### src/sv/lcdf_pkg.sv
// ============================================================================
// lcdf_pkg - shared types and constants of the LCD serial command framer
// Holds the request kinds, the queued job format and the character tables.
// ============================================================================
`default_nettype none

package lcdf_pkg;

    // Request kinds carried on the func input
    localparam logic [2:0] FUNC_CMD   = 3'd0;
    localparam logic [2:0] FUNC_DATA  = 3'd1;
    localparam logic [2:0] FUNC_TEXT  = 3'd2;
    localparam logic [2:0] FUNC_GFX   = 3'd3;
    localparam logic [2:0] FUNC_GLYPH = 3'd4;

    // Panel geometry defaults
    localparam int GFX_ROWS_DEF  = 64;
    localparam int HALF_ROWS_DEF = 32;

    // Frame bytes and controller command codes
    localparam logic [7:0] SYNC_CMD   = 8'hF8;
    localparam logic [7:0] SYNC_DATA  = 8'hFA;
    localparam logic [7:0] MODE_EXT   = 8'h34;
    localparam logic [7:0] MODE_BASIC = 8'h30;
    localparam logic [7:0] ADDR_BASE  = 8'h80;
    localparam logic [7:0] ADDR_LOWER = 8'h88;

    // Job queue between the front and back parts
    localparam int JOB_WRITES  = 6;
    localparam int WR_IDX_W    = $clog2(JOB_WRITES);
    localparam int QUEUE_DEPTH = 2;
    localparam int QUEUE_AW    = $clog2(QUEUE_DEPTH);
    localparam int QUEUE_CW    = $clog2(QUEUE_DEPTH + 1);

    // One register write on the controller
    typedef struct packed {
        logic       is_data;
        logic [7:0] value;
    } t_write;

    // One classified request: its writes and the index of the final one
    typedef struct packed {
        logic [WR_IDX_W-1:0]        last_idx;
        t_write [JOB_WRITES-1:0]    writes;
    } t_job;

    // Character code of a digit glyph; unused indices send a space
    function automatic logic [7:0] glyph_code(input logic [3:0] idx);
        logic [7:0] code;
        case (idx)
            4'd0:    code = 8'h30;
            4'd1:    code = 8'h31;
            4'd2:    code = 8'h32;
            4'd3:    code = 8'h33;
            4'd4:    code = 8'h34;
            4'd5:    code = 8'h35;
            4'd6:    code = 8'h36;
            4'd7:    code = 8'h37;
            4'd8:    code = 8'h38;
            4'd9:    code = 8'h39;
            4'd10:   code = 8'h20;
            4'd11:   code = 8'h3A;
            4'd12:   code = 8'h2E;
            4'd13:   code = 8'h2D;
            default: code = 8'h20;
        endcase
        return code;
    endfunction

    // DDRAM base address of a text line
    function automatic logic [7:0] line_base(input logic [2:0] row);
        logic [7:0] base;
        case (row)
            3'd2:    base = 8'h90;
            3'd3:    base = 8'h88;
            3'd4:    base = 8'h98;
            default: base = 8'h80;
        endcase
        return base;
    endfunction

endpackage

`default_nettype wire

### src/sv/lcd_serial_command_framer_core.sv
// ============================================================================
// lcd_serial_command_framer_core - three-wire serial framer for a graphic LCD
// Frames host requests into sync and nibble bytes for the panel controller.
// ============================================================================
//
//  channel   direction  handshake          word
//  request   in         i_push / o_full    i_func .. i_digit
//  frame     out        o_empty / i_pop    o_serial_byte, o_last
//
//  A request is classified in the cycle it is pushed and queued as a job.
//  The frame sequencer loads each job, then emits one byte per cycle unless
//  the output stalls: three for a command, data, cursor or glyph request,
//  eighteen for a graphics word. Unknown kinds are accepted and give no bytes.
//  Reset is synchronous and empties the queue and the output register.
//  A stalled output holds its byte; the queue keeps taking requests until full.
//
`default_nettype none

module lcd_serial_command_framer_core #(
    parameter int GFX_ROWS  = lcdf_pkg::GFX_ROWS_DEF,
    parameter int HALF_ROWS = lcdf_pkg::HALF_ROWS_DEF
) (
    input  wire logic       i_clk,
    input  wire logic       i_rst_n,
    input  wire logic       i_push,
    output logic            o_full,
    input  wire logic [2:0] i_func,
    input  wire logic [7:0] i_byte_value,
    input  wire logic [2:0] i_text_row,
    input  wire logic [3:0] i_text_col,
    input  wire logic [5:0] i_gfx_row,
    input  wire logic [2:0] i_gfx_col,
    input  wire logic [7:0] i_gfx_high,
    input  wire logic [7:0] i_gfx_low,
    input  wire logic [3:0] i_digit,
    output logic            o_empty,
    input  wire logic       i_pop,
    output logic [7:0]      o_serial_byte,
    output logic            o_last
);

    lcdf_pkg::t_job     front_job;
    logic               front_valid;
    lcdf_pkg::t_job     queue_job;
    logic               queue_empty;
    logic               queue_take;

    // Request classification
    lcdf_front #(
        .GFX_ROWS  (GFX_ROWS),
        .HALF_ROWS (HALF_ROWS)
    ) u_front (
        .i_func       (i_func),
        .i_byte_value (i_byte_value),
        .i_text_row   (i_text_row),
        .i_text_col   (i_text_col),
        .i_gfx_row    (i_gfx_row),
        .i_gfx_col    (i_gfx_col),
        .i_gfx_high   (i_gfx_high),
        .i_gfx_low    (i_gfx_low),
        .i_digit      (i_digit),
        .o_job        (front_job),
        .o_job_valid  (front_valid)
    );

    // Job queue
    lcdf_queue u_queue (
        .i_clk    (i_clk),
        .i_rst_n  (i_rst_n),
        .i_wr     (i_push && front_valid),
        .i_wr_job (front_job),
        .i_rd     (queue_take),
        .o_rd_job (queue_job),
        .o_full   (o_full),
        .o_empty  (queue_empty)
    );

    // Frame sequencing
    lcdf_back u_back (
        .i_clk         (i_clk),
        .i_rst_n       (i_rst_n),
        .i_job         (queue_job),
        .i_job_empty   (queue_empty),
        .o_job_take    (queue_take),
        .i_pop         (i_pop),
        .o_empty       (o_empty),
        .o_serial_byte (o_serial_byte),
        .o_last        (o_last)
    );

endmodule

`default_nettype wire

### src/sv/lcdf_front.sv
// ============================================================================
// lcdf_front - request classifier
// Turns one host request into a job of controller register writes.
// ============================================================================
`default_nettype none

module lcdf_front #(
    parameter int GFX_ROWS  = lcdf_pkg::GFX_ROWS_DEF,
    parameter int HALF_ROWS = lcdf_pkg::HALF_ROWS_DEF
) (
    input  wire logic [2:0]     i_func,
    input  wire logic [7:0]     i_byte_value,
    input  wire logic [2:0]     i_text_row,
    input  wire logic [3:0]     i_text_col,
    input  wire logic [5:0]     i_gfx_row,
    input  wire logic [2:0]     i_gfx_col,
    input  wire logic [7:0]     i_gfx_high,
    input  wire logic [7:0]     i_gfx_low,
    input  wire logic [3:0]     i_digit,
    output lcdf_pkg::t_job      o_job,
    output logic                o_job_valid
);

    localparam logic [6:0] GFX_ROWS_C  = 7'(GFX_ROWS);
    localparam logic [6:0] HALF_ROWS_C = 7'(HALF_ROWS);
    localparam int         HALF_STEPS  = (64 + HALF_ROWS - 1) / HALF_ROWS;

    logic [6:0] row_wrapped;
    logic [6:0] row_in_half;
    logic       row_lower;
    logic [7:0] row_addr;
    logic [7:0] col_addr;

    // Row folding: the panel row first, then the row within its half
    always_comb begin
        if ({1'b0, i_gfx_row} >= GFX_ROWS_C) begin
            row_wrapped = {1'b0, i_gfx_row} - GFX_ROWS_C;
        end else begin
            row_wrapped = {1'b0, i_gfx_row};
        end
        row_lower   = row_wrapped >= HALF_ROWS_C;
        row_in_half = row_wrapped;
        for (int k = 0; k < HALF_STEPS; k++) begin
            if (row_in_half >= HALF_ROWS_C) begin
                row_in_half = row_in_half - HALF_ROWS_C;
            end
        end
        row_addr = lcdf_pkg::ADDR_BASE + {1'b0, row_in_half};
        col_addr = (row_lower ? lcdf_pkg::ADDR_LOWER : lcdf_pkg::ADDR_BASE)
                   + {5'd0, i_gfx_col};
    end

    // Job assembly by request kind
    always_comb begin
        o_job       = '0;
        o_job_valid = 1'b1;
        case (i_func)
            lcdf_pkg::FUNC_CMD: begin
                o_job.writes[0] = '{is_data: 1'b0, value: i_byte_value};
            end
            lcdf_pkg::FUNC_DATA: begin
                o_job.writes[0] = '{is_data: 1'b1, value: i_byte_value};
            end
            lcdf_pkg::FUNC_TEXT: begin
                o_job.writes[0] = '{is_data: 1'b0,
                    value: lcdf_pkg::line_base(i_text_row) + {4'd0, i_text_col}};
            end
            lcdf_pkg::FUNC_GFX: begin
                o_job.writes[0] = '{is_data: 1'b0, value: lcdf_pkg::MODE_EXT};
                o_job.writes[1] = '{is_data: 1'b0, value: row_addr};
                o_job.writes[2] = '{is_data: 1'b0, value: col_addr};
                o_job.writes[3] = '{is_data: 1'b0, value: lcdf_pkg::MODE_BASIC};
                o_job.writes[4] = '{is_data: 1'b1, value: i_gfx_high};
                o_job.writes[5] = '{is_data: 1'b1, value: i_gfx_low};
                o_job.last_idx  = lcdf_pkg::WR_IDX_W'(lcdf_pkg::JOB_WRITES - 1);
            end
            lcdf_pkg::FUNC_GLYPH: begin
                o_job.writes[0] = '{is_data: 1'b1, value: lcdf_pkg::glyph_code(i_digit)};
            end
            default: begin
                o_job_valid = 1'b0;
            end
        endcase
    end

endmodule

`default_nettype wire

### src/sv/lcdf_queue.sv
// ============================================================================
// lcdf_queue - job queue
// A short first-in first-out store of classified jobs between the two parts.
// ============================================================================
`default_nettype none

module lcdf_queue (
    input  wire logic           i_clk,
    input  wire logic           i_rst_n,
    input  wire logic           i_wr,
    input  wire lcdf_pkg::t_job i_wr_job,
    input  wire logic           i_rd,
    output lcdf_pkg::t_job      o_rd_job,
    output logic                o_full,
    output logic                o_empty
);

    lcdf_pkg::t_job                   r_mem [lcdf_pkg::QUEUE_DEPTH];
    logic [lcdf_pkg::QUEUE_AW-1:0]    r_wr_ptr;
    logic [lcdf_pkg::QUEUE_AW-1:0]    r_rd_ptr;
    logic [lcdf_pkg::QUEUE_CW-1:0]    r_count;
    logic                             do_wr;
    logic                             do_rd;

    assign o_full   = r_count == lcdf_pkg::QUEUE_CW'(lcdf_pkg::QUEUE_DEPTH);
    assign o_empty  = r_count == '0;
    assign do_wr    = i_wr && !o_full;
    assign do_rd    = i_rd && !o_empty;
    assign o_rd_job = r_mem[r_rd_ptr];

    // Storage
    always_ff @(posedge i_clk) begin
        if (do_wr) begin
            r_mem[r_wr_ptr] <= i_wr_job;
        end
    end

    // Pointers and fill count
    always_ff @(posedge i_clk) begin
        if (!i_rst_n) begin
            r_wr_ptr <= '0;
            r_rd_ptr <= '0;
            r_count  <= '0;
        end else begin
            if (do_wr) begin
                r_wr_ptr <= (r_wr_ptr == lcdf_pkg::QUEUE_AW'(lcdf_pkg::QUEUE_DEPTH - 1))
                            ? '0 : r_wr_ptr + 1'b1;
            end
            if (do_rd) begin
                r_rd_ptr <= (r_rd_ptr == lcdf_pkg::QUEUE_AW'(lcdf_pkg::QUEUE_DEPTH - 1))
                            ? '0 : r_rd_ptr + 1'b1;
            end
            if (do_wr && !do_rd) begin
                r_count <= r_count + 1'b1;
            end else if (do_rd && !do_wr) begin
                r_count <= r_count - 1'b1;
            end
        end
    end

endmodule

`default_nettype wire

### src/sv/lcdf_back.sv
// ============================================================================
// lcdf_back - frame sequencer
// Takes jobs from the queue and emits three frame bytes for each write.
// ============================================================================
`default_nettype none

module lcdf_back (
    input  wire logic           i_clk,
    input  wire logic           i_rst_n,
    input  wire lcdf_pkg::t_job i_job,
    input  wire logic           i_job_empty,
    output logic                o_job_take,
    input  wire logic           i_pop,
    output logic                o_empty,
    output logic [7:0]          o_serial_byte,
    output logic                o_last
);

    // Position within the three-byte frame of one write
    typedef enum logic [1:0] {
        BYTE_SYNC,
        BYTE_HIGH,
        BYTE_LOW
    } t_byte_pos;

    lcdf_pkg::t_job                   r_job;
    logic                             r_busy;
    logic [lcdf_pkg::WR_IDX_W-1:0]    r_wr_idx;
    t_byte_pos                        r_byte_idx;
    logic                             r_out_valid;
    logic [7:0]                       r_out_byte;
    logic                             r_out_last;

    lcdf_pkg::t_write                 cur_wr;
    logic [7:0]                       frame_byte;
    logic                             pop_ok;
    logic                             step;
    logic                             end_write;
    logic                             end_job;

    assign o_empty       = !r_out_valid;
    assign o_serial_byte = r_out_byte;
    assign o_last        = r_out_last;
    assign o_job_take    = !r_busy && !i_job_empty;

    // Current byte of the frame being sent
    always_comb begin
        cur_wr    = r_job.writes[r_wr_idx];
        pop_ok    = i_pop && r_out_valid;
        step      = r_busy && (!r_out_valid || pop_ok);
        end_write = r_byte_idx == BYTE_LOW;
        end_job   = end_write && (r_wr_idx == r_job.last_idx);
        case (r_byte_idx)
            BYTE_SYNC: frame_byte = cur_wr.is_data ? lcdf_pkg::SYNC_DATA
                                                   : lcdf_pkg::SYNC_CMD;
            BYTE_HIGH: frame_byte = {cur_wr.value[7:4], 4'b0000};
            BYTE_LOW:  frame_byte = {cur_wr.value[3:0], 4'b0000};
            default:   frame_byte = '0;
        endcase
    end

    // Job register
    always_ff @(posedge i_clk) begin
        if (o_job_take) begin
            r_job <= i_job;
        end
    end

    // Sequencer and output register
    always_ff @(posedge i_clk) begin
        if (!i_rst_n) begin
            r_busy      <= 1'b0;
            r_wr_idx    <= '0;
            r_byte_idx  <= BYTE_SYNC;
            r_out_valid <= 1'b0;
            r_out_byte  <= '0;
            r_out_last  <= 1'b0;
        end else begin
            if (o_job_take) begin
                r_busy     <= 1'b1;
                r_wr_idx   <= '0;
                r_byte_idx <= BYTE_SYNC;
            end else if (step) begin
                if (end_job) begin
                    r_busy <= 1'b0;
                end
                if (end_write) begin
                    r_byte_idx <= BYTE_SYNC;
                    r_wr_idx   <= r_wr_idx + 1'b1;
                end else begin
                    r_byte_idx <= (r_byte_idx == BYTE_SYNC) ? BYTE_HIGH : BYTE_LOW;
                end
            end
            if (step) begin
                r_out_valid <= 1'b1;
                r_out_byte  <= frame_byte;
                r_out_last  <= end_job;
            end else if (pop_ok) begin
                r_out_valid <= 1'b0;
            end
        end
    end

endmodule

`default_nettype wire

### config.mk
export PLATFORM = sky130hd
export DESIGN_NAME = lcd_serial_command_framer_core
export DESIGN_NICKNAME = d
export VERILOG_FILES = /design/src/sv/lcdf_pkg.sv /design/src/sv/lcd_serial_command_framer_core.sv /design/src/sv/lcdf_front.sv /design/src/sv/lcdf_queue.sv /design/src/sv/lcdf_back.sv
export SDC_FILE = /design/constraint.sdc
export NUM_CORES = 1
export LEC_CHECK = 0
export ABC_AREA = 1
export BUFFER_PORTS_ARGS = -buffer_cell sky130_fd_sc_hd__buf_2
export CAP_MARGIN = 20
export CORE_ASPECT_RATIO = 2
export CORE_MARGIN = 5
export CORE_UTILIZATION = 40
export DETAILED_ROUTE_END_ITERATION = 12
export SLEW_MARGIN = 20
export SYNTH_ARGS = -nofsm -noshare
export SYNTH_HDL_FRONTEND = slang
export SYNTH_SLANG_ARGS = --single-unit
### constraint.sdc
create_clock -name i_clk -period 2.95 [get_ports i_clk]
set_input_delay 0.59 -clock i_clk [delete_from_list [all_inputs] [get_ports i_clk]]
set_output_delay 0.59 -clock i_clk [all_outputs]
set_load 0.01 [all_outputs]
== Yosys cells after proc, flatten, opt, wreduce, memory -nomap -nowiden ==
Memory sizes are Yosys's and may differ from the RTL's. A register that Yosys moved wholly into a read port is not among the register bits.
Index checks and enable logic that the tools add are counted.
Operators by class
  add/subtract/negate cells: 10
  $lt $le $gt $ge: 3
  equal/unequal tests: 11
  muxes and demuxes: 25
  bitwise gates (word level): 1
  reduce and logical (&&, ||, !) cells: 27
Operator list (number)
  two-way mux 48 bit: 1
  one-hot mux 9 bit (5 select lines): 1
  binary-select mux 9 bit (select 3 bit): 1
  one-hot mux 8 bit (3 select lines): 1
  one-hot mux 5 bit (3 select lines): 1
  two-way mux 7 bit: 2
  equality test 3 x 2 -> 1 bit (second input constant): 4
  two-way mux 1 bit: 10
  two-way mux 2 bit: 5
  logical AND 1 bit: 9
  two-way mux 9 bit: 1
  adder 8 x 3 -> 8 bit: 1
  adder 8 x 4 -> 8 bit: 1
  adder 8 x 7 -> 8 bit (first input constant): 1
  two-way mux 8 bit: 1
  nonzero test 2 bit: 4
  >= comparator 7 x 6 -> 1 bit (second input constant): 1
  subtractor 6 x 6 -> 7 bit (second input constant): 1
  subtractor 7 x 6 -> 7 bit (second input constant): 1
  equality test 3 bit (second input constant): 2
  >= comparator 6 bit (second input constant): 1
  zero test 1 bit: 6
  OR reduction 5 bit: 1
  equality test 2 bit (second input constant): 2
  15 further kinds: 18
Storage, ports and cells
  register bits after elaboration: 20
  bits in writable memories: 114
  memory bits (read-only): 80
  memories: 2
Memories
  u_queue.r_mem: words 2, width 57, rd ports 1, clocked after Yosys merged registers in 1, write ports 1, RTL line lcdf_queue.sv:18  | lcdf_pkg::t_job r_mem [lcdf_pkg::QUEUE_DEPTH];
  (name not given): words 16, width 5, rd ports 1, clocked after Yosys merged registers in 0, write ports 0, RTL line lcdf_pkg.sv:50  | case (idx)

== Logic depth before layout (Yosys ltp) ==
Gate-level depths: netlist of run 1.
  depth after elaboration: 9
  mapped depth: 10

== By module ==
From an unflattened synthesis of run 1, not the netlist that was laid out.
Second synthesis, totals
  cells, all modules: 661
  area total of the unflattened synthesis: 8252.9 µm²
By module, submodules not included
  lcdf_queue: instances 1, cells an instance 215, area an instance 4474.3 µm²
  lcdf_back: instances 1, cells an instance 303, area an instance 3091.7 µm²
  lcdf_front: instances 1, cells an instance 141, area an instance 679.4 µm²
  lcd_serial_command_framer_core: instances 1, cells an instance 2, area an instance 7.5 µm²

== Worst setup path before layout of run 1 ==
OpenSTA, ideal clock, no wires.
  path type: input-to-reg
  from: input port i_func[1]
  to: memory u_queue.r_mem[0][0] (netlist name), enable pin
  library setup time: 431 ps
  data arrival time: 2536 ps
  path slack: -18 ps
  stages on the path: 5
  path buffers: 0
  cells stage by stage: nor2_1 nor2_2 nor3_4 inv_2 nor2_1
Between the ends
  cells in the longest elaborated chain, start to end: 7
RTL lines
  from (decl): RTL line lcd_serial_command_framer_core.sv:27  | input wire logic [2:0] i_func,
  equality test 3 x 1 -> 1 bit (tied with other cells): RTL line lcdf_front.sv:57  | case (i_func)
  OR reduction 5 bit (no source line) (*)
  two-way mux 1 bit (*): RTL line lcdf_front.sv:57
  logical AND 1 bit (*): RTL line lcd_serial_command_framer_core.sv:70  | .i_wr (i_push && front_valid),
  logical AND 1 bit (*): RTL line lcdf_queue.sv:27  | assign do_wr = i_wr && !o_full;
  named net u_queue.do_wr: RTL line lcdf_queue.sv:22  | logic do_wr;
  two-way mux 1 bit (*): RTL line lcdf_queue.sv:33  | if (do_wr) begin
  two-way mux 1 bit (not written as such) (*): RTL line lcdf_queue.sv:34  | r_mem[r_wr_ptr] <= i_wr_job;
  to (decl): RTL line lcdf_queue.sv:18
The timed path passes the listed nets; every way through them passes the cells marked *.

== Final worst setup path of run 1 ==
  from: register u_queue.r_count[1] (netlist name)
  to: output port o_full
Between the ends
  cells in the longest elaborated chain, start to end: 1
RTL lines
  from (decl): RTL line lcdf_queue.sv:21  | logic [lcdf_pkg::QUEUE_CW-1:0] r_count;
  from (signal assigned): RTL line lcdf_queue.sv:54  | r_count <= r_count + 1'b1;
  from (signal assigned): RTL line lcdf_queue.sv:56  | r_count <= r_count - 1'b1;
  equality test 2 bit: RTL line lcdf_queue.sv:25  | assign o_full = r_count == lcdf_pkg::QUEUE_CW'(lcdf_pkg::QUEUE_DEPTH);
  to (decl): RTL line lcd_serial_command_framer_core.sv:26  | output logic o_full,
Every way passes these cells.

==> impl_summary.md, run 1 <==
Synthesis
The post-synthesis instance area is 0.00570 mm2. After technology mapping, the gate count stands at 548. Counting flops and latches in the post-synthesis netlist gives 129. The portion of the post-synthesis area used by sequential elements is 64.9%. The largest area contributor in the synthesized netlist is sky130_fd_sc_hd__edfxtp_1.

Dividing the synthesized area by the synthesized cell count gives 10.4 um2. The count of synthesis-stage warnings from yosys is 0. The number of synthesized flops with an enable pin is 111. After synthesis, the cell types taking the most area are sky130_fd_sc_hd__edfxtp_1 (59%), sky130_fd_sc_hd__nand2_1 (12%), sky130_fd_sc_hd__dfxtp_1 (6.3%).

The fraction of registers with async set or reset after synthesis is 0%. The dominant synthesized flop cell is sky130_fd_sc_hd__edfxtp_1. The count of different cell masters after synthesis is 36. The fraction of synthesized cell area taken by the top area cell type is 58.5%.

Power
Internal power comes to 4.13 mW. The static leakage is 2.94 nW. The switching component of the power is 1.85 mW. The combinational group share of total power is 23.0%.

The part of the total power dissipated in sequential elements is 45.7%. The power density relative to cell area is 891 mW/mm2. The clock network accounts for 31.3% of the total power. Of the total power, the share spent switching nets is 30.9%.

The maximum vdd drop is 0.582 mV.

CTS
The post-cts resize count is 0. The root buffer cell is sky130_fd_sc_hd__clkbuf_16. Clock-pin slew was measured on the worst setup and hold paths at 0.06 ns. Hold repair after CTS inserted 0 buffers. The H-tree was split into 4 levels. TritonCTS built the clock tree. The longest clock path from root to sink contains 2 buffers. The number of clock sinks is 129. The TritonCTS buffer count is 17. The number of setup buffers added after CTS is 0. Clock latency on the worst-skew pair, taken at its later pin, is 0.41 ns.

Hold path
In this run the worst hold path is classified as reg -> reg.

Critical path
The data required time of the critical path is 2.36 ns. The largest fanout of any net on the critical path is 4. The kind of start point of the critical path is a flop. The reg-to-reg setup timing slack is 1.22 ns. The kind of end point of the critical path is an output pin.

The class of the most critical setup path is reg -> out. At the worst endpoint, the arrival time is 1.22 ns.

Floorplan
The area enclosed by the die boundary is 0.0169 mm2. Once the floorplan was initialized, standard cells occupied 40.8% of the core. The number of rows in the core area is 61. 62 I/O pins were placed. The placeable core region is 0.0140 mm2. In this run the horizontal extent of the chip is 94.4 um. From bottom edge to top edge, the die measures 179 um.

Global routing
Global routing used 13.5% of the available tracks. The highest-utilization routing layer at the global route stage is met2. Global routing finished with a remaining overflow of 0.

The global routing usage on met3 is 2.90%. The routing usage on met2 is 24.9%. Entering global routing, the biggest net connects 40 pins. The initial antenna violation count is 0. The first global-routing pass estimated 17200 um of wire. For this run, global-route usage on met1 was measured as 13.8%.

The number of global-route vias before repair is 3731.

STA
The final worst clock skew is 0.00599 ns. The final-layout setup total negative slack is 0 ns. The worst relative slew slack is 58.6%. Setup repair after global routing left no endpoint under its margin. The worst path uses 61.4% of the clock period.

Timing would allow up to 552 MHz. The final max-slew violation count is 0. The final hold violation count is 0. For the pin with the worst max-slew slack, the measured transition is 0.620 ns. The smallest clock period supported by the final layout is computed as 1.81 ns. The total setup violations reported at the end of the flow is 0.

Placement
The quantity of I/O buffers inserted on ports is 59. The half-perimeter wire length of the detailed placement result is 7360 um. After detailed placement, the design holds a cell count of 790. The congestion estimate from routability-driven global placement came to 0.778.

Finish
The non-filler instance count after layout is 822. The layout has 1278 filler cells. Cells fill 48.1% of the core in the end. The ratio of cells with drive above 1 in the final layout is 25.0%. The layout net count is 677. The synthesis-to-layout area growth is 17.9%. 0 antenna diodes ended up in the layout.

Job
The max capacitance violation total is 0.

Routing
After detailed routing, the average wire length per cell comes to 12.4 um. Summing over every cut layer, the via total after detailed routing is 3694. The final routed DRC violation total is 0.

Wires add up to 10200 um. The number of DRC violations after detailed-routing iteration 0 is 176. The detailed-route vias per instance is 4.49. In this run the remaining antenna-violating nets after routing total 0. For this run, the detailed router's first-pass iteration total came to 4.

Run status
The flow ran to the end, and the final reports show no timing, DRC or antenna violations.
## synthesized netlist by cell type, types with 2 or more instances
| master | instances |
|---|---|
| sky130_fd_sc_hd__nand2_1 | 188 |
| sky130_fd_sc_hd__nor3_4 | 2 |
| sky130_fd_sc_hd__ha_1 | 6 |
| sky130_fd_sc_hd__buf_4 | 4 |
| sky130_fd_sc_hd__inv_1 | 58 |
| sky130_fd_sc_hd__buf_2 | 2 |
| sky130_fd_sc_hd__edfxtp_1 | 111 |
| sky130_fd_sc_hd__a21oi_2 | 5 |
| sky130_fd_sc_hd__dfxtp_1 | 18 |
| sky130_fd_sc_hd__nand2_2 | 6 |
| sky130_fd_sc_hd__nor2_1 | 20 |
| sky130_fd_sc_hd__buf_6 | 5 |
| sky130_fd_sc_hd__a211oi_1 | 2 |
| sky130_fd_sc_hd__nand3_2 | 6 |
| sky130_fd_sc_hd__inv_2 | 15 |
| sky130_fd_sc_hd__o21ai_1 | 5 |
| sky130_fd_sc_hd__o21ai_0 | 8 |
| sky130_fd_sc_hd__nand4_1 | 2 |
| sky130_fd_sc_hd__clkbuf_1 | 6 |
| sky130_fd_sc_hd__nand3_1 | 19 |
| sky130_fd_sc_hd__o211ai_1 | 4 |
| sky130_fd_sc_hd__nor2_2 | 22 |
| sky130_fd_sc_hd__a21oi_1 | 21 |
## cells in the final DEF (no fill, tap or decap), types with 2 or more instances in the layout
master                         n
sky130_fd_sc_hd__nand2_1     188
sky130_fd_sc_hd__edfxtp_1    111
sky130_fd_sc_hd__buf_2        59
sky130_fd_sc_hd__inv_1        58
sky130_fd_sc_hd__nor2_2       23
sky130_fd_sc_hd__a21oi_1      21
sky130_fd_sc_hd__nor2_1       19
sky130_fd_sc_hd__nand3_1      19
sky130_fd_sc_hd__dfxtp_1      18
sky130_fd_sc_hd__clkbuf_16    17
sky130_fd_sc_hd__inv_2        15
sky130_fd_sc_hd__o21ai_0       8
sky130_fd_sc_hd__buf_4         7
sky130_fd_sc_hd__nand2_2       6
sky130_fd_sc_hd__nand3_2       6
sky130_fd_sc_hd__ha_1          6
sky130_fd_sc_hd__conb_1        6
sky130_fd_sc_hd__o21ai_1       5
sky130_fd_sc_hd__clkinvlp_4    5
sky130_fd_sc_hd__o211ai_1      4
sky130_fd_sc_hd__a21oi_2       4
sky130_fd_sc_hd__inv_6         3
sky130_fd_sc_hd__nor3_4        2
sky130_fd_sc_hd__nand4_1       2
sky130_fd_sc_hd__a211oi_1      2
sky130_fd_sc_hd__clkinv_2      2
sky130_fd_sc_hd__clkbuf_1      2
sky130_fd_sc_hd__clkbuf_8      2
## metal layers
metal / routed length [um] / part of all wire, %
met5: 0 / 0
met4: 294 / 2.9
met3: 439 / 4.3
met2: 5620 / 55
met1: 3830 / 38
## registers in the layout, indices dropped and copies added (netlist names)
name / flops
u_queue.r_count: 2
u_back.o_last: 1
u_queue.r_rd_ptr: 1
u_back.r_wr_idx: 3
u_back.r_job: 37
u_queue.r_mem: 74
u_queue.r_wr_ptr: 1
u_back.r_out_valid: 1
u_back.r_busy: 1
u_back.o_serial_byte: 6
u_back.r_byte_idx: 2
## logic make-up after synthesis
logic type / count (synthesis) / share of synthesized area [%]
buffers and inverters: 92 / 7.45
xor gates and xnor gates: 1 / 0.154
other: 1 / 0.0658
and+or+nand+nor: 270 / 21.1
AOI/OAI and AO/OA: 49 / 5.10
adders and majority gates: 6 / 1.32
DFF: 129 / 64.9
## worst paths after layout
| path | from | depth (start not counted) | end |
|---|---|---|---|
| worst max-delay path | u_queue.r_count[1] | 3 | o_full |
| worst min-delay path | u_back.o_serial_byte[1] | 2 | u_back.o_serial_byte[1] |
| worst max register to register | u_queue.r_count[1] | 6 | u_queue.r_mem[0][45] |
| worst min register to register | u_back.o_serial_byte[1] | 2 | u_back.o_serial_byte[1] |
## per-stage QoR
step	worst slack (ns)	total power, mW	hold WS [ns]	cell area [um2]
6_report	1.14	5.98	0.464	6710
3_5_place_dp	0.842	4.19	0.457	6170
5_1_grt	1.04	6.38	0.472	6710
4_1_cts	1.11	6.07	0.465	6710
3_3_place_gp	0.868	4.16	0.458	6170
2_1_floorplan	0.487	3.76	0.474	5720
## worst max-delay path, stage by stage (launching register included)
cell and delay (ns):
sky130_fd_sc_hd__dfxtp_1 0.30, sky130_fd_sc_hd__inv_1 0.08, sky130_fd_sc_hd__nor2_1 0.24, sky130_fd_sc_hd__buf_2 0.19
## power by group through the flow
stage | Combinational (mW) | Sequential, mW | Clock [mW]
2_1_floorplan | 0.999 | 2.76 | 0
3_3_place_gp | 1.39 | 2.77 | 0
5_1_grt | 1.60 | 2.78 | 2.00
3_5_place_dp | 1.41 | 2.78 | 0
6_report | 1.38 | 2.73 | 1.87
4_1_cts | 1.42 | 2.74 | 1.91
## area by class of cell
type                       count  area (um2)  share of cell area (%)
multi-input combinational    332        1610                    23.9
tap                          189         236                    3.52
clock buffer                  21         460                    6.86
clock inverter                11        82.6                    1.23
timing repair buffer          66         348                    5.18
sequential                   129        3690                    55.0
inverter                      74         285                    4.25
(Power assumes the default switching activity.)
==> run 2: changes to the inputs <==
clock period = 1.8 ns   (was 2.95 ns; I/O delays follow)
==> run 2 against run 1 <==
Power rose by 66%. Combinational power grew 68%. Clock-buffer cell count is 4 lower. Via count down 0.46%. Utilization up 0.67 points. Sequential share of layout area shrank 0.74 points. Non-clock buffer count grew 5. Register-to-register slack worse by 0.95 ns. First-iteration DRC count rose by 18%. Worst hold slack worse by 0.21 ns. Clock power rose by 67%. Critical path depth is the same.
==> impl_summary.md, run 2 (synthesized netlist as in run 1, its figures left out) <==
Run status
The flow ran to the end, and the final reports show no timing, DRC or antenna violations.

Placement
Port buffering added 59 buffers. The cell total after placement is 795. The HPWL after detailed placement is 7360 um. The congestion estimate from routability-driven global placement came to 0.773.

Floorplan
The placeable core region is 0.0140 mm2. The die covers 0.0169 mm2. The number of rows in the core area is 61. The starting density of the core is 40.8%. The die is 94.4 um wide. The chip height is 179 um. Pin placement for this block handled 62 I/O pins.

Routing
The via count is 3677. The total length of routed wires is 10000 um. The pre-antenna-repair detailed-routing pass consisted of 4 iterations. The wire length per cell is 12.2 um. For this run, design rule violations remaining after detail routing come to 0. Once detail routing completed, the nets flagged for antenna violations numbered 0. In the routed layout, each cell is associated on average with a via count of 4.46. The detailed router finished its first iteration with 208 violations.

Power
The maximum vdd drop is 0.684 mV. The power density relative to cell area is 1460 mW/mm2. The post-layout total power is 9.93 mW.

For this design the static power due to leakage is 2.99 nW.

STA
For the pin with the worst max-slew slack, the measured transition is 0.622 ns. The total setup violations reported at the end of the flow is 0. The post-route minimum period is 1.55 ns. Setup repair after global routing left no endpoint under its margin. The final max-slew violation count is 0. After routing, the total negative slack on setup checks comes to 0 ns. The final hold violation count came to 0. Derived from the worst setup path, the maximum achievable clock frequency is 647 MHz. The worst relative slew slack is 58.4%. After layout, the worst path uses 85.8% of the clock period.

The final worst clock skew is 0.00677 ns.

Critical path
For this run, the slowest stage of the critical path takes 0.32 ns. The data arrival at the endpoint of the critical path is 1.19 ns. The data required time of the critical path is 1.44 ns.

Walking the worst path, the cells encountered are inv_2 -> nor2_1 -> buf_2. Of all nets on the critical path, the largest fanout is 4. STA classifies the critical path startpoint as a flop. The kind of end point of the critical path is an output pin. The class of the most critical setup path is reg -> out. The slowest stage of the critical path is the sky130_fd_sc_hd__dfxtp_1 cell.

Global routing
Global routing used 13.2% of the available met1 tracks. The global routing stage identified its most utilized layer as met2. Global routing used 23.8% of the available met2 tracks.

The aggregate global-route resource usage is 13.0%. The largest net degree at the start of global routing is 40. The global route total overflow is 0. The initial antenna violation count came to 0. The global routing usage on met3 is 2.98%. The wire length of the first global-routing pass is 16700 um.

The number of global-route vias before repair is 3710.

CTS
The number of clock buffers added by TritonCTS is 17. Buffers inserted to repair hold after CTS numbered 0. The clock insertion delay at the later pin of the skew report is 0.40 ns. The number of H-tree levels is 4. Post-CTS repair changed the size of 0 cells. TritonCTS built the clock tree. In this run the clock root is driven by a sky130_fd_sc_hd__clkbuf_16. The number of clock sinks is 129.

Counting along the longest clock path gives a buffer depth of 2. Clock-pin slew was measured on the worst setup and hold paths at 0.05 ns. The number of setup buffers added after CTS is 0.

Finish
The layout net count is 682. The most frequent standard cell in the layout excluding fill and tap cells is sky130_fd_sc_hd__nand2_1. The post-route netlist has 25.9% of its cells at a drive strength greater than 1. The library cells used most frequently in the layout, excluding fill and tap cells, are sky130_fd_sc_hd__nand2_1 (188), sky130_fd_sc_hd__edfxtp_1 (111), sky130_fd_sc_hd__buf_2 (59), sky130_fd_sc_hd__inv_1 (57), sky130_fd_sc_hd__nor2_2 (21). The non-filler instance count after layout is 825. Ranked by flip-flop count, first place goes to u_queue.r_mem. The diode insertion count for antenna repair is 0. The synthesis-to-layout area growth is 19.5%. The register with the most flip-flops in the layout has 74 of them.

Job
The tool flagged a number of max-cap violations equal to 0.

Hold path
The worst hold path class is in -> reg.
[run 2: where the power goes]
group | total [mW] | leakage, nW | internal, mW | switching (mW)
Clock | 3.12 | 0.269 | 1.99 | 1.13
Sequential | 4.49 | 1.20 | 4.22 | 0.268
Combinational | 2.32 | 1.52 | 0.753 | 1.56
Total | 9.93 | 2.99 | 6.97 | 2.96
[run 2: path summary, 6_finish.rpt]
kind	from	slack (ns)	end	depth (start not counted)
min	i_pop	0.25	u_back.r_out_valid	4
max	u_queue.r_count[1]	0.25	o_full	3
max reg2reg	u_back.r_wr_idx[0]	0.27	u_back.o_serial_byte[7]	8
min reg2reg	u_back.o_serial_byte[1]	0.46	u_back.o_serial_byte[1]	2
[run 2: layer usage]
metal / wire length [um] / share of wire, %
met2: 5600 / 56
met3: 349 / 3.5
met5: 0 / 0
met1: 3800 / 38
met4: 282 / 2.8
[run 2: final cells by class]
| class | instances | area (um2) |
|---|---|---|
| fill | 1289 | 7160 |
| sequential | 129 | 3690 |
| clock buffer | 17 | 425 |
| timing repair buffer | 71 | 410 |
| multi-input combinational | 332 | 1630 |
| clock inverter | 13 | 121 |
| inverter | 74 | 285 |
| tap | 189 | 236 |
[run 2: critical path, delay by kind of cell (launching register included)]
family	cells	cell delay, ns
flip-flops	1	0.32
buffers and inverters	2	0.25
AND/OR/NAND/NOR	1	0.22
[run 2: through the flow]
| stage | setup WS, ns | hold slack (ns) | cell area, um2 | util, % |
|---|---|---|---|---|
| after global placement | 0.0888 | 0.453 | 6260 | 44.8 |
| final | 0.255 | 0.251 | 6810 | 48.7 |
| after CTS | 0.227 | 0.238 | 6810 | 48.7 |
| after global routing | 0.171 | 0.254 | 6810 | 48.7 |
| after floorplan | -0.123 | 0.480 | 5750 | - |
| after detailed placement | 0.0700 | 0.456 | 6260 | 44.8 |
